File: config.mk
export PLATFORM = sky130hd
export DESIGN_NAME = rc_pwm_pulse_width_meter_unit
export DESIGN_NICKNAME = d
export VERILOG_FILES = /design/src/rcpwm_pkg.sv /design/src/rcpwm_chan_finish.sv /design/src/rc_pwm_pulse_width_meter_unit.sv
export SDC_FILE = /design/constraint.sdc
export NUM_CORES = 2
export LEC_CHECK = 0
export BUFFER_PORTS_ARGS = -buffer_cell sky130_fd_sc_hd__buf_2
export CORE_MARGIN = 4
export CORE_UTILIZATION = 53
export CTS_BUF_LIST = sky130_fd_sc_hd__clkbuf_2
export CTS_CLUSTER_DIAMETER = 80
export DETAILED_ROUTE_END_ITERATION = 6
export PLACE_DENSITY = 0.69
export SKIP_LAST_GASP = 1
export SLEW_MARGIN = 20
export SYNTH_ARGS = -nofsm -noshare
export SYNTH_HDL_FRONTEND = slang
export SYNTH_SLANG_ARGS = --single-unit
File: constraint.sdc
create_clock -name i_clk -period 17.2 [get_ports i_clk]
set_clock_uncertainty 0.1 [all_clocks]
set_input_delay 3.44 -clock i_clk [delete_from_list [all_inputs] [get_ports i_clk]]
set_output_delay 3.44 -clock i_clk [all_outputs]
set_load 0.05 [all_outputs]
File: src/rcpwm_pkg.sv
// ----------------------------------------------------------------------------
// rcpwm_pkg
// Shared types and constants for the RC PWM pulse width meter.
// ----------------------------------------------------------------------------
package rcpwm_pkg;

    localparam int CNT_W     = 18;
    localparam int TPM_W     = 10;
    localparam int OUT_W     = 15;
    localparam int PORTS     = 4;
    localparam int OPC_W     = 2;
    localparam int SHORT_MS  = 2;
    localparam int FRAME_MS  = 20;

    localparam logic [CNT_W-1:0] CNT_MAX   = {CNT_W{1'b1}};
    localparam logic [TPM_W-1:0] TPM_RESET = TPM_W'(100);

    // stream packing
    localparam int IN_DATA_W  = 8;
    localparam int OUT_DATA_W = ((PORTS * OUT_W + 7) / 8) * 8;

    // command codes
    localparam logic [OPC_W-1:0] OPC_TICK  = 2'd0;
    localparam logic [OPC_W-1:0] OPC_SHORT = 2'd1;
    localparam logic [OPC_W-1:0] OPC_AVG   = 2'd2;

    // result kind
    localparam logic KIND_SHORT = 1'b0;
    localparam logic KIND_AVG   = 1'b1;

    typedef logic [CNT_W-1:0] t_count;

    typedef enum logic [2:0] {
        PH_IDLE = 3'b001,
        PH_SYNC = 3'b010,
        PH_READ = 3'b100
    } t_phase;

endpackage

File: src/rcpwm_chan_finish.sv
// ----------------------------------------------------------------------------
// rcpwm_chan_finish
// Turns one channel's raw high-tick count into its reported value: clamp to
// one..two milliseconds for a short read, per-frame average for a long read.
// ----------------------------------------------------------------------------
module rcpwm_chan_finish
    import rcpwm_pkg::*;
#(
    parameter int AVERAGE_FRAMES = 10
) (
    input  t_count             i_count,
    input  logic               i_kind,
    input  logic [TPM_W-1:0]   i_tpm_eff,
    output logic [OUT_W-1:0]   o_value
);

    // floor(c / AVERAGE_FRAMES) as (c * M) >> S, exact for every 18-bit c
    localparam int DIV_SHIFT = CNT_W + $clog2(AVERAGE_FRAMES);
    localparam int MUL_W     = DIV_SHIFT + 1;
    localparam longint DIV_MUL_L =
        ((64'd1 << DIV_SHIFT) + AVERAGE_FRAMES - 1) / AVERAGE_FRAMES;
    localparam logic [MUL_W-1:0] DIV_MUL = MUL_W'(DIV_MUL_L);
    localparam int PROD_W    = CNT_W + MUL_W;

    logic [PROD_W-1:0] prod;
    t_count            quot;
    logic [TPM_W:0]    lim_hi;
    t_count            clamped;

    assign prod   = PROD_W'(i_count) * PROD_W'(DIV_MUL);
    assign quot   = prod[DIV_SHIFT +: CNT_W];
    assign lim_hi = {i_tpm_eff, 1'b0};

    always_comb begin
        if (i_count > CNT_W'(lim_hi)) begin
            clamped = CNT_W'(lim_hi);
        end else if (i_count < CNT_W'(i_tpm_eff)) begin
            clamped = CNT_W'(i_tpm_eff);
        end else begin
            clamped = i_count;
        end
    end

    assign o_value = (i_kind == KIND_AVG) ? quot[OUT_W-1:0] : clamped[OUT_W-1:0];

endmodule

File: src/rc_pwm_pulse_width_meter_unit.sv
// ----------------------------------------------------------------------------
// rc_pwm_pulse_width_meter_unit
// Four-channel RC PWM high-time meter with short clamped and long average reads.
// ----------------------------------------------------------------------------
// Takes one request per clock while input ready is high: sample ticks,
// start-short-read and start-average-read commands (tuser selects which).
// Every tick taken while a read counts updates the per-channel high counters
// and the window counter in the cycle it is taken. The tick that closes a
// window is copied to a result stage, and the clamp or divide-by-AVERAGE_FRAMES
// (reciprocal multiply, one per channel) fills the output register as soon as
// it is free; the result shows on m_axis from there. Input ready only drops
// while both the result stage and the output register hold results that
// m_axis has not taken. A start command aborts any read in progress without a
// result. ticks_per_ms is written through the cfg channel, which is always ready.
// ----------------------------------------------------------------------------
module rc_pwm_pulse_width_meter_unit
    import rcpwm_pkg::*;
#(
    parameter int CHANNELS       = 4,
    parameter int AVERAGE_FRAMES = 10
) (
    input  logic                  i_clk,
    input  logic                  i_rst_n,
    // config: ticks_per_ms
    input  logic                  i_cfg_valid,
    output logic                  o_cfg_ready,
    input  logic [TPM_W-1:0]      i_cfg_data,
    // input stream
    input  logic                  s_axis_tvalid,
    output logic                  s_axis_tready,
    input  logic [IN_DATA_W-1:0]  s_axis_tdata,  // [0] wait_sync, [4:1] pin_levels
    input  logic [OPC_W-1:0]      s_axis_tuser,  // [1:0] opcode
    // result stream
    output logic                  m_axis_tvalid,
    input  logic                  m_axis_tready,
    output logic [OUT_DATA_W-1:0] m_axis_tdata,  // [14:0] ch0, [29:15] ch1,
                                                 // [44:30] ch2, [59:45] ch3
    output logic                  m_axis_tuser   // [0] result_kind
);

    localparam int FRAME_MUL = FRAME_MS * AVERAGE_FRAMES;
    localparam int FMUL_W    = $clog2(FRAME_MUL + 1);
    localparam int AP_W      = (TPM_W + FMUL_W > CNT_W) ? TPM_W + FMUL_W : CNT_W + 1;

    // config
    logic [TPM_W-1:0] r_tpm;
    logic [TPM_W-1:0] tpm_eff;

    // read state
    t_phase r_phase, n_phase;
    logic   r_mode, n_mode;
    logic   r_prev, n_prev;
    t_count r_win, n_win;
    t_count r_cnt [PORTS];
    t_count n_cnt [PORTS];

    // result stage and output register
    logic   r_raw_valid;
    t_count r_raw_cnt [PORTS];
    logic   r_raw_kind;
    logic [TPM_W-1:0] r_raw_tpm;
    logic   r_out_valid;
    logic [OUT_W-1:0] r_out_val [PORTS];
    logic   r_out_kind;
    logic [OUT_W-1:0] fin_val [PORTS];

    logic   accept;
    logic   out_ready;
    logic   raw_adv;
    logic   raw_load;
    logic   wait_sync;
    logic [PORTS-1:0] pins;

    logic [TPM_W:0] short_tgt;
    logic [AP_W-1:0] avg_prod;
    t_count avg_tgt;
    t_count target;
    t_count base_win;
    t_count base_cnt [PORTS];
    logic   sync_edge;

    assign o_cfg_ready = 1'b1;

    always_ff @(posedge i_clk) begin
        if (!i_rst_n) begin
            r_tpm <= TPM_RESET;
        end else if (i_cfg_valid) begin
            r_tpm <= i_cfg_data;
        end
    end

    assign tpm_eff = (r_tpm == '0) ? TPM_W'(1) : r_tpm;

    // window target, saturated to the counter range
    assign short_tgt = (TPM_W + 1)'(tpm_eff) * (TPM_W + 1)'(SHORT_MS);
    assign avg_prod  = AP_W'(tpm_eff) * AP_W'(FRAME_MUL);
    assign avg_tgt   = (avg_prod > AP_W'(CNT_MAX)) ? CNT_MAX : avg_prod[CNT_W-1:0];
    assign target    = r_mode ? avg_tgt : CNT_W'(short_tgt);

    // handshake
    assign out_ready     = !r_out_valid || m_axis_tready;
    assign raw_adv       = r_raw_valid && out_ready;
    assign s_axis_tready = !r_raw_valid || out_ready;
    assign accept        = s_axis_tvalid && s_axis_tready;

    assign wait_sync = s_axis_tdata[0];
    assign pins      = s_axis_tdata[PORTS:1];
    assign sync_edge = (r_phase == PH_SYNC) && pins[0] && !r_prev;

    // counters restart from zero on the sync edge
    always_comb begin
        for (int i = 0; i < PORTS; i++) begin
            base_cnt[i] = (r_phase == PH_SYNC) ? '0 : r_cnt[i];
        end
        base_win = (r_phase == PH_SYNC) ? '0 : r_win;
    end

    always_comb begin
        n_phase  = r_phase;
        n_mode   = r_mode;
        n_prev   = r_prev;
        n_win    = r_win;
        raw_load = 1'b0;
        for (int i = 0; i < PORTS; i++) begin
            n_cnt[i] = r_cnt[i];
        end
        if (accept) begin
            case (s_axis_tuser)
                OPC_SHORT, OPC_AVG: begin
                    n_mode = (s_axis_tuser == OPC_AVG);
                    n_prev = 1'b1;
                    n_win  = '0;
                    for (int i = 0; i < PORTS; i++) begin
                        n_cnt[i] = '0;
                    end
                    n_phase = (s_axis_tuser == OPC_SHORT && wait_sync) ? PH_SYNC : PH_READ;
                end
                OPC_TICK: begin
                    if (r_phase == PH_SYNC) begin
                        n_prev = pins[0];
                    end
                    if (r_phase == PH_READ || sync_edge) begin
                        for (int i = 0; i < PORTS; i++) begin
                            n_cnt[i] = base_cnt[i]
                                + CNT_W'(pins[i] && (i < CHANNELS) && base_cnt[i] != CNT_MAX);
                        end
                        n_win   = base_win + CNT_W'(base_win != CNT_MAX);
                        n_phase = PH_READ;
                        if (n_win >= target) begin
                            raw_load = 1'b1;
                            n_phase  = PH_IDLE;
                        end
                    end
                end
                default: ;
            endcase
        end
    end

    always_ff @(posedge i_clk) begin
        if (!i_rst_n) begin
            r_phase <= PH_IDLE;
            r_mode  <= 1'b0;
            r_prev  <= 1'b1;
            r_win   <= '0;
            for (int i = 0; i < PORTS; i++) begin
                r_cnt[i] <= '0;
            end
        end else begin
            r_phase <= n_phase;
            r_mode  <= n_mode;
            r_prev  <= n_prev;
            r_win   <= n_win;
            for (int i = 0; i < PORTS; i++) begin
                r_cnt[i] <= n_cnt[i];
            end
        end
    end

    // result stage
    always_ff @(posedge i_clk) begin
        if (!i_rst_n) begin
            r_raw_valid <= 1'b0;
        end else if (raw_load) begin
            r_raw_valid <= 1'b1;
        end else if (raw_adv) begin
            r_raw_valid <= 1'b0;
        end
    end

    // clamp limits follow the register value seen by the closing tick
    always_ff @(posedge i_clk) begin
        if (raw_load) begin
            r_raw_kind <= r_mode ? KIND_AVG : KIND_SHORT;
            r_raw_tpm  <= tpm_eff;
            for (int i = 0; i < PORTS; i++) begin
                r_raw_cnt[i] <= n_cnt[i];
            end
        end
    end

    for (genvar g = 0; g < PORTS; g++) begin : g_fin
        rcpwm_chan_finish #(
            .AVERAGE_FRAMES(AVERAGE_FRAMES)
        ) u_fin (
            .i_count   (r_raw_cnt[g]),
            .i_kind    (r_raw_kind),
            .i_tpm_eff (r_raw_tpm),
            .o_value   (fin_val[g])
        );
    end

    // output register
    always_ff @(posedge i_clk) begin
        if (!i_rst_n) begin
            r_out_valid <= 1'b0;
        end else if (raw_adv) begin
            r_out_valid <= 1'b1;
        end else if (m_axis_tready) begin
            r_out_valid <= 1'b0;
        end
    end

    always_ff @(posedge i_clk) begin
        if (raw_adv) begin
            r_out_kind <= r_raw_kind;
            for (int i = 0; i < PORTS; i++) begin
                r_out_val[i] <= fin_val[i];
            end
        end
    end

    assign m_axis_tvalid = r_out_valid;
    assign m_axis_tuser  = r_out_kind;

    always_comb begin
        m_axis_tdata = '0;
        for (int i = 0; i < PORTS; i++) begin
            m_axis_tdata[i*OUT_W +: OUT_W] = r_out_val[i];
        end
    end

endmodule

### Yosys cells after proc, flatten, opt, wreduce, memory -nomap -nowiden

Memory sizes are Yosys's and may differ from the RTL's.
Index checks and enable logic that the tools add are counted.

| cells by class | value |
|---|---|
| $add $sub $neg | 5 |
| reductions and logical operators | 24 |
| bitwise operators | 4 |
| multipliers | 5 |
| magnitude comparators | 10 |
| muxes and demuxes | 50 |
| equality and inequality tests | 11 |

Operators by type and width:

| cell | number |
|---|---|
| 18-bit two-way mux | 12 |
| 15-bit two-way mux | 12 |
| 18-bit by 19-bit multiplier with 37-bit output, second input constant | 4 |
| 72-bit two-way mux | 2 |
| 72-bit case mux with 2 select lines | 1 |
| 18-bit by 1-bit adder with 18-bit output | 5 |
| 18-bit != test, second input constant | 5 |
| 18-bit by 11-bit > comparator with 1-bit output | 4 |
| 18-bit by 10-bit less-than comparator with 1-bit output | 4 |
| 18-bit case mux with 2 select lines | 1 |
| 18-bit >= comparator | 1 |
| 18-bit > comparator, second input constant | 1 |
| 1-bit two-way mux | 16 |
| 10-bit by 5-bit multiplier with 15-bit output, second input constant | 1 |
| 10-bit zero test | 1 |
| 10-bit two-way mux | 1 |
| 1-bit logical AND | 9 |
| 3-bit two-way mux | 3 |
| 3-bit case mux with 2 select lines | 1 |
| 3-bit AND reduction | 2 |
| 2-bit nonzero test | 3 |
| 2-bit != test, second input constant | 2 |
| 1-bit OR | 4 |
| 3-bit by 2-bit equality test with 1-bit output, second input constant | 1 |
| other kinds (9) | 13 |

| storage, ports and cells | value |
|---|---|
| memories | 3 |
| word-level logic and storage cells | 122 |
| register bits | 47 |
| input port bits | 25 |
| RAM bits | 204 |

Memories:

| memory | words | width | read ports | clocked after memory_dff | wr ports | RTL line | RTL |
|---|---|---|---|---|---|---|---|
| r_cnt | 4 | 18 | 4 | 0 | 4 | rc_pwm_pulse_width_meter_unit.sv:54 | `t_count r_cnt [PORTS];` |
| r_raw_cnt | 4 | 18 | 4 | 0 | 4 | rc_pwm_pulse_width_meter_unit.sv:59 | `t_count r_raw_cnt [PORTS];` |
| r_out_val | 4 | 15 | 4 | 0 | 4 | rc_pwm_pulse_width_meter_unit.sv:63 | `logic [OUT_W-1:0] r_out_val [PORTS];` |

### Logic depth before layout (Yosys ltp)

| depth | value |
|---|---|
| depth after elaboration | 13 |
| depth in mapped cells | 30 |

### By module

Synthesis repeated with hierarchy kept, for this count alone.

| second synthesis, totals | value |
|---|---|
| cell total of the unflattened synthesis | 3968 |
| area total of the unflattened synthesis | 36937.9 sq um |

Modules (own cells, without submodules):

| module | cells each | seq. area each (sq um) | times used | area an instance (sq um) |
|---|---|---|---|---|
| rc_pwm_pulse_width_meter_unit | 1285 | 6466.2 | 1 | 12929.9 |
| rcpwm_chan_finish at g_fin[0].u_fin ... | 669 | 0.0 | 2 | 5989.5 |
| rcpwm_chan_finish at g_fin[3].u_fin | 690 | 0.0 | 1 | 6137.1 |
| rcpwm_chan_finish at g_fin[2].u_fin | 655 | 0.0 | 1 | 5891.9 |

### Worst setup path after synthesis

OpenSTA, ideal clock, no wires.

| path | value |
|---|---|
| kind | input-to-output |
| start point | input m_axis_tready |
| end point | output s_axis_tready |
| data arrival time | 3.942 ns |
| data required time | 13.660 ns |
| slack | 9.718 ns |
| stages on the path | 2 |
| buffers on the path | 0 |
| cell sequence | nor2b_1 -> nand2_1 |

| on the way | value |
|---|---|
| longest elaborated chain between the ends | 2 |

Ends and longest elaborated chain:

| item | RTL line | RTL |
|---|---|---|
| from (decl) | rc_pwm_pulse_width_meter_unit.sv:35 | `input logic m_axis_tready,` |
| 1-bit logical OR | rc_pwm_pulse_width_meter_unit.sv:101 | `assign out_ready = !r_out_valid \|\| m_axis_tready;` |
| 1-bit logical OR | rc_pwm_pulse_width_meter_unit.sv:103 | `assign s_axis_tready = !r_raw_valid \|\| out_ready;` |
| to (decl) | rc_pwm_pulse_width_meter_unit.sv:30 | `output logic s_axis_tready,` |

Every way passes these cells.

### Worst setup path after layout

Same ends and word-level chain as after synthesis.

==> flow_summary.yaml <==
setup_path:
  critical_path_class: "in -> out"
  worstPathRequired_ns: 13.66
  crit_top_cell: "buf_2"
  slowest_delay_ns: 0.25
  cp-start-kind: "input pin"
  critPathSlowestCell: "nor2b_1"
  path_cells: "buf_2 > nor2b_1 > nand2_1 > buf_2"
  worstSetupEndpointType: "primary output"
  crit_fanout: 4
  crit_arrival_ns: 4.17
finish:
  fillers: 5704
  drive_above_1_share_pct: 7.598
  area_delta_synth_final_pct: 6.148
  finalNonFillerCells: 4623
  fin_util_pct: 57.04
  nets: 4797
  stdcell_area_um2: 36830
synthesis:
  ys_types: 70
  netlist.area_leader.share_pct: 23.91
  syn_area_per_cell_um2: 9.623
  ys_ff_latch: 251
  async_flop_share_pct: 0
  synth_commonest_cells: "inv_1 (676), ha_1 (663), fa_1 (401), nand2_1 (205), o21ai_0 (181)"
  synth-main-ff-cell: "edfxtp_1"
  synth_area_leaders: "ha_1 (24%), fa_1 (23%), edfxtp_1 (12%)"
  synthCells: 3606
  synth.yosys.seq_area_share_pct: 18.63
  synth_edf_count: 144
  synth_area_um2: 34700
  ys.warnings.count: 0
  synthMostInstantiatedCell: "inv_1"
  yosys.area.top_type: "ha_1"
power_and_ir_drop:
  irDropWorstVdd_uv: 36.42
  p_seq_share_pct: 52.7
  p_int_uw: 853.6
  leakage_uw: 0.01888
  p_sw_share_pct: 28.90
  pwr-share-clk_pct: 40.6
  power_switching_uw: 346.9
  p_per_area_nw_per_um2: 32.59
  pwr-share-comb_pct: 6.7
clock_tree:
  cts_tree: "done"
  cts-root-buf: "clkbuf_2"
  cts.sinks: 251
  numCtsBuffers: 73
  cts_resized: 0
  clockBufferDepth: 3
  worstSkewPairLatency_ns: 1.07
  cts_setup_buffers: 0
  clkTransAtPathRegs_ns: 0.09
  cts_max_level: 3
  ctsHoldBuffers: 0
detailed_routing:
  dr.pass1.iters: 6
  wl_per_cell_um: 18.07
  drt_iter0_markers: 1570
  drc: 0
  via_count: 25280
  postRouteAntennaNets: 0
  viasPerCell: 5.469
  finalWirelength_mm: 83.56
grt:
  grt_pass1_vias: 25980
  grt_max_degree: 85
  grt-ovfl-total: 0
  grt_use_total_pct: 24.45
  grt_pass1_wl_mm: 137.4
  antenna_found_initial: 3
placed_design:
  gp_congestion: 0.9154
  io_buffers: 84
  hpwl_mm: 67.18
  placed_area_um2: 36090
  dp.cells: 4487
run:
  max_cap_viol_count: 0
floorplan:
  core_area_um2: 64580
  num_rows: 93
  initial_utilization_pct: 53.73
  die_x_um: 263.9
  fp.dieArea_um2: 69630
  pin_count: 93
  fp.dieH_um: 263.9
timing:
  finalHoldViolations: 0
  fmax_mhz: 129.7
  fin_setup_tns_ns: 0
  post-route-period-util_pct: 44.83
  drv_slew: 0
  max_slew_margin_pct: 28.79
  post-route-min-period_ns: 7.711
  setup_viol: 0
  rsz0062_at_grt: "false"
  tightest_slew_ns: 1.066
run_status:
  outcome: "complete, no violations"
min_path:
  hp-class: "reg -> reg"
==> path summary, 6_finish.rpt <==
kind	slack, ns	cells after the start	start	to
worst max-delay path	9.49	4	m_axis_tready	s_axis_tready
worst min-delay path	0.42	2	r_raw_valid	m_axis_tvalid
worst max register to register	10.29	22	r_raw_cnt[3][12]	r_out_val[3][14]
worst min register to register	0.42	2	r_raw_valid	m_axis_tvalid
==> layer usage <==
metal | share of wire [%] | vias to the layer above | GRT usage (%)
met5 | 0.014 | - | 0
met4 | 3.3 | 2 | 7.938
met3 | 4.8 | 149 | 3.763
met2 | 46 | 574 | 39.65
met1 | 46 | 12180 | 33.88
li1 | - | 12380 | -
==> final cells by class <==
type	instances	area, um^2	area share [%]
flip-flops and latches	251	6466	17.55
well taps	855	1070	2.904
diodes	4	10.01	0.02717
inverters	677	2542	6.902
multi-input cells	2592	25390	68.94
clock buffers	101	505.5	1.372
repair buffers	113	654.4	1.777
clock inverters	30	193.9	0.5265
==> power groups by stage <==
stage | combinational [uW] | clock (uW) | sequential (uW)
after global placement | 79.3 | 0 | 646
after CTS | 80.3 | 503 | 633
after floorplan | 63.0 | 0 | 645
after global routing | 93.5 | 540 | 633
after detailed placement | 79.9 | 0 | 646
final | 80.6 | 487 | 633
==> logic make-up after synthesis <==
| logic type | count (synthesis) | synth area share (%) |
|---|---|---|
| adder cells (fa/ha/maj) | 1064 | 47.04 |
| buffers and inverters | 766 | 8.398 |
| AND/OR/NAND/NOR | 756 | 10.66 |
| AO/OA/AOI/OAI | 624 | 11.40 |
| flip-flops | 251 | 18.63 |
| XOR/XNOR | 90 | 2.272 |
| multiplexers | 53 | 1.579 |
| other | 2 | 0.02164 |
==> layout by cell type (no fill, tap or decap), types with 8 or more instances in the layout <==
master / instances
inv_1: 675
ha_1: 662
fa_1: 401
nand2_1: 204
o21ai_0: 180
nor2_1: 166
a21oi_1: 163
edfxtp_1: 144
dfxtp_1: 107
clkbuf_2: 101
and2_1: 87
buf_2: 84
nand3_1: 77
a21o_1: 61
xnor2_1: 53
a22o_1: 49
nand4_1: 48
nor3_1: 40
mux2i_1: 39
xor2_1: 37
and3_1: 32
buf_4: 27
a22oi_1: 25
o31ai_1: 19
nor2b_1: 18
o211ai_1: 18
or3_1: 17
nand2b_1: 14
mux2_2: 14
a31oi_1: 13
clkinv_2: 13
clkinv_1: 12
o21a_1: 11
or2_2: 11
a211oi_1: 11
o21bai_1: 11
nor4_1: 8
==> critical path: cells and delay by family <==
family        cells  cell delay [ns]
buf+inv           2             0.32
simple gates      2             0.40
==> flip-flops by register name, summed over array words and instances, names as in the netlist <==
| register | flops |
|---|---|
| m_axis_tuser | 1 |
| r_raw_tpm | 10 |
| r_mode | 1 |
| r_phase | 3 |
| r_raw_kind | 1 |
| r_raw_cnt | 72 |
| r_prev | 1 |
| m_axis_tvalid | 1 |
| r_raw_valid | 1 |
| r_out_val | 60 |
| r_tpm | 10 |
| r_cnt | 72 |
| r_win | 18 |
==> per-stage QoR <==
stage | hold slack (ns) | power [uW] | worst slack (ns)
6_report | 0.4206 | 1201 | 9.489
5_1_grt | 0.4404 | 1266 | 9.433
4_1_cts | 0.4218 | 1216 | 9.481
3_5_place_dp | 0.4045 | 726.3 | 9.483
3_3_place_gp | 0.3964 | 725.5 | 9.488
2_1_floorplan | 0.3244 | 707.9 | 9.718
No activity file was read; power rests on OpenSTA's default activity.
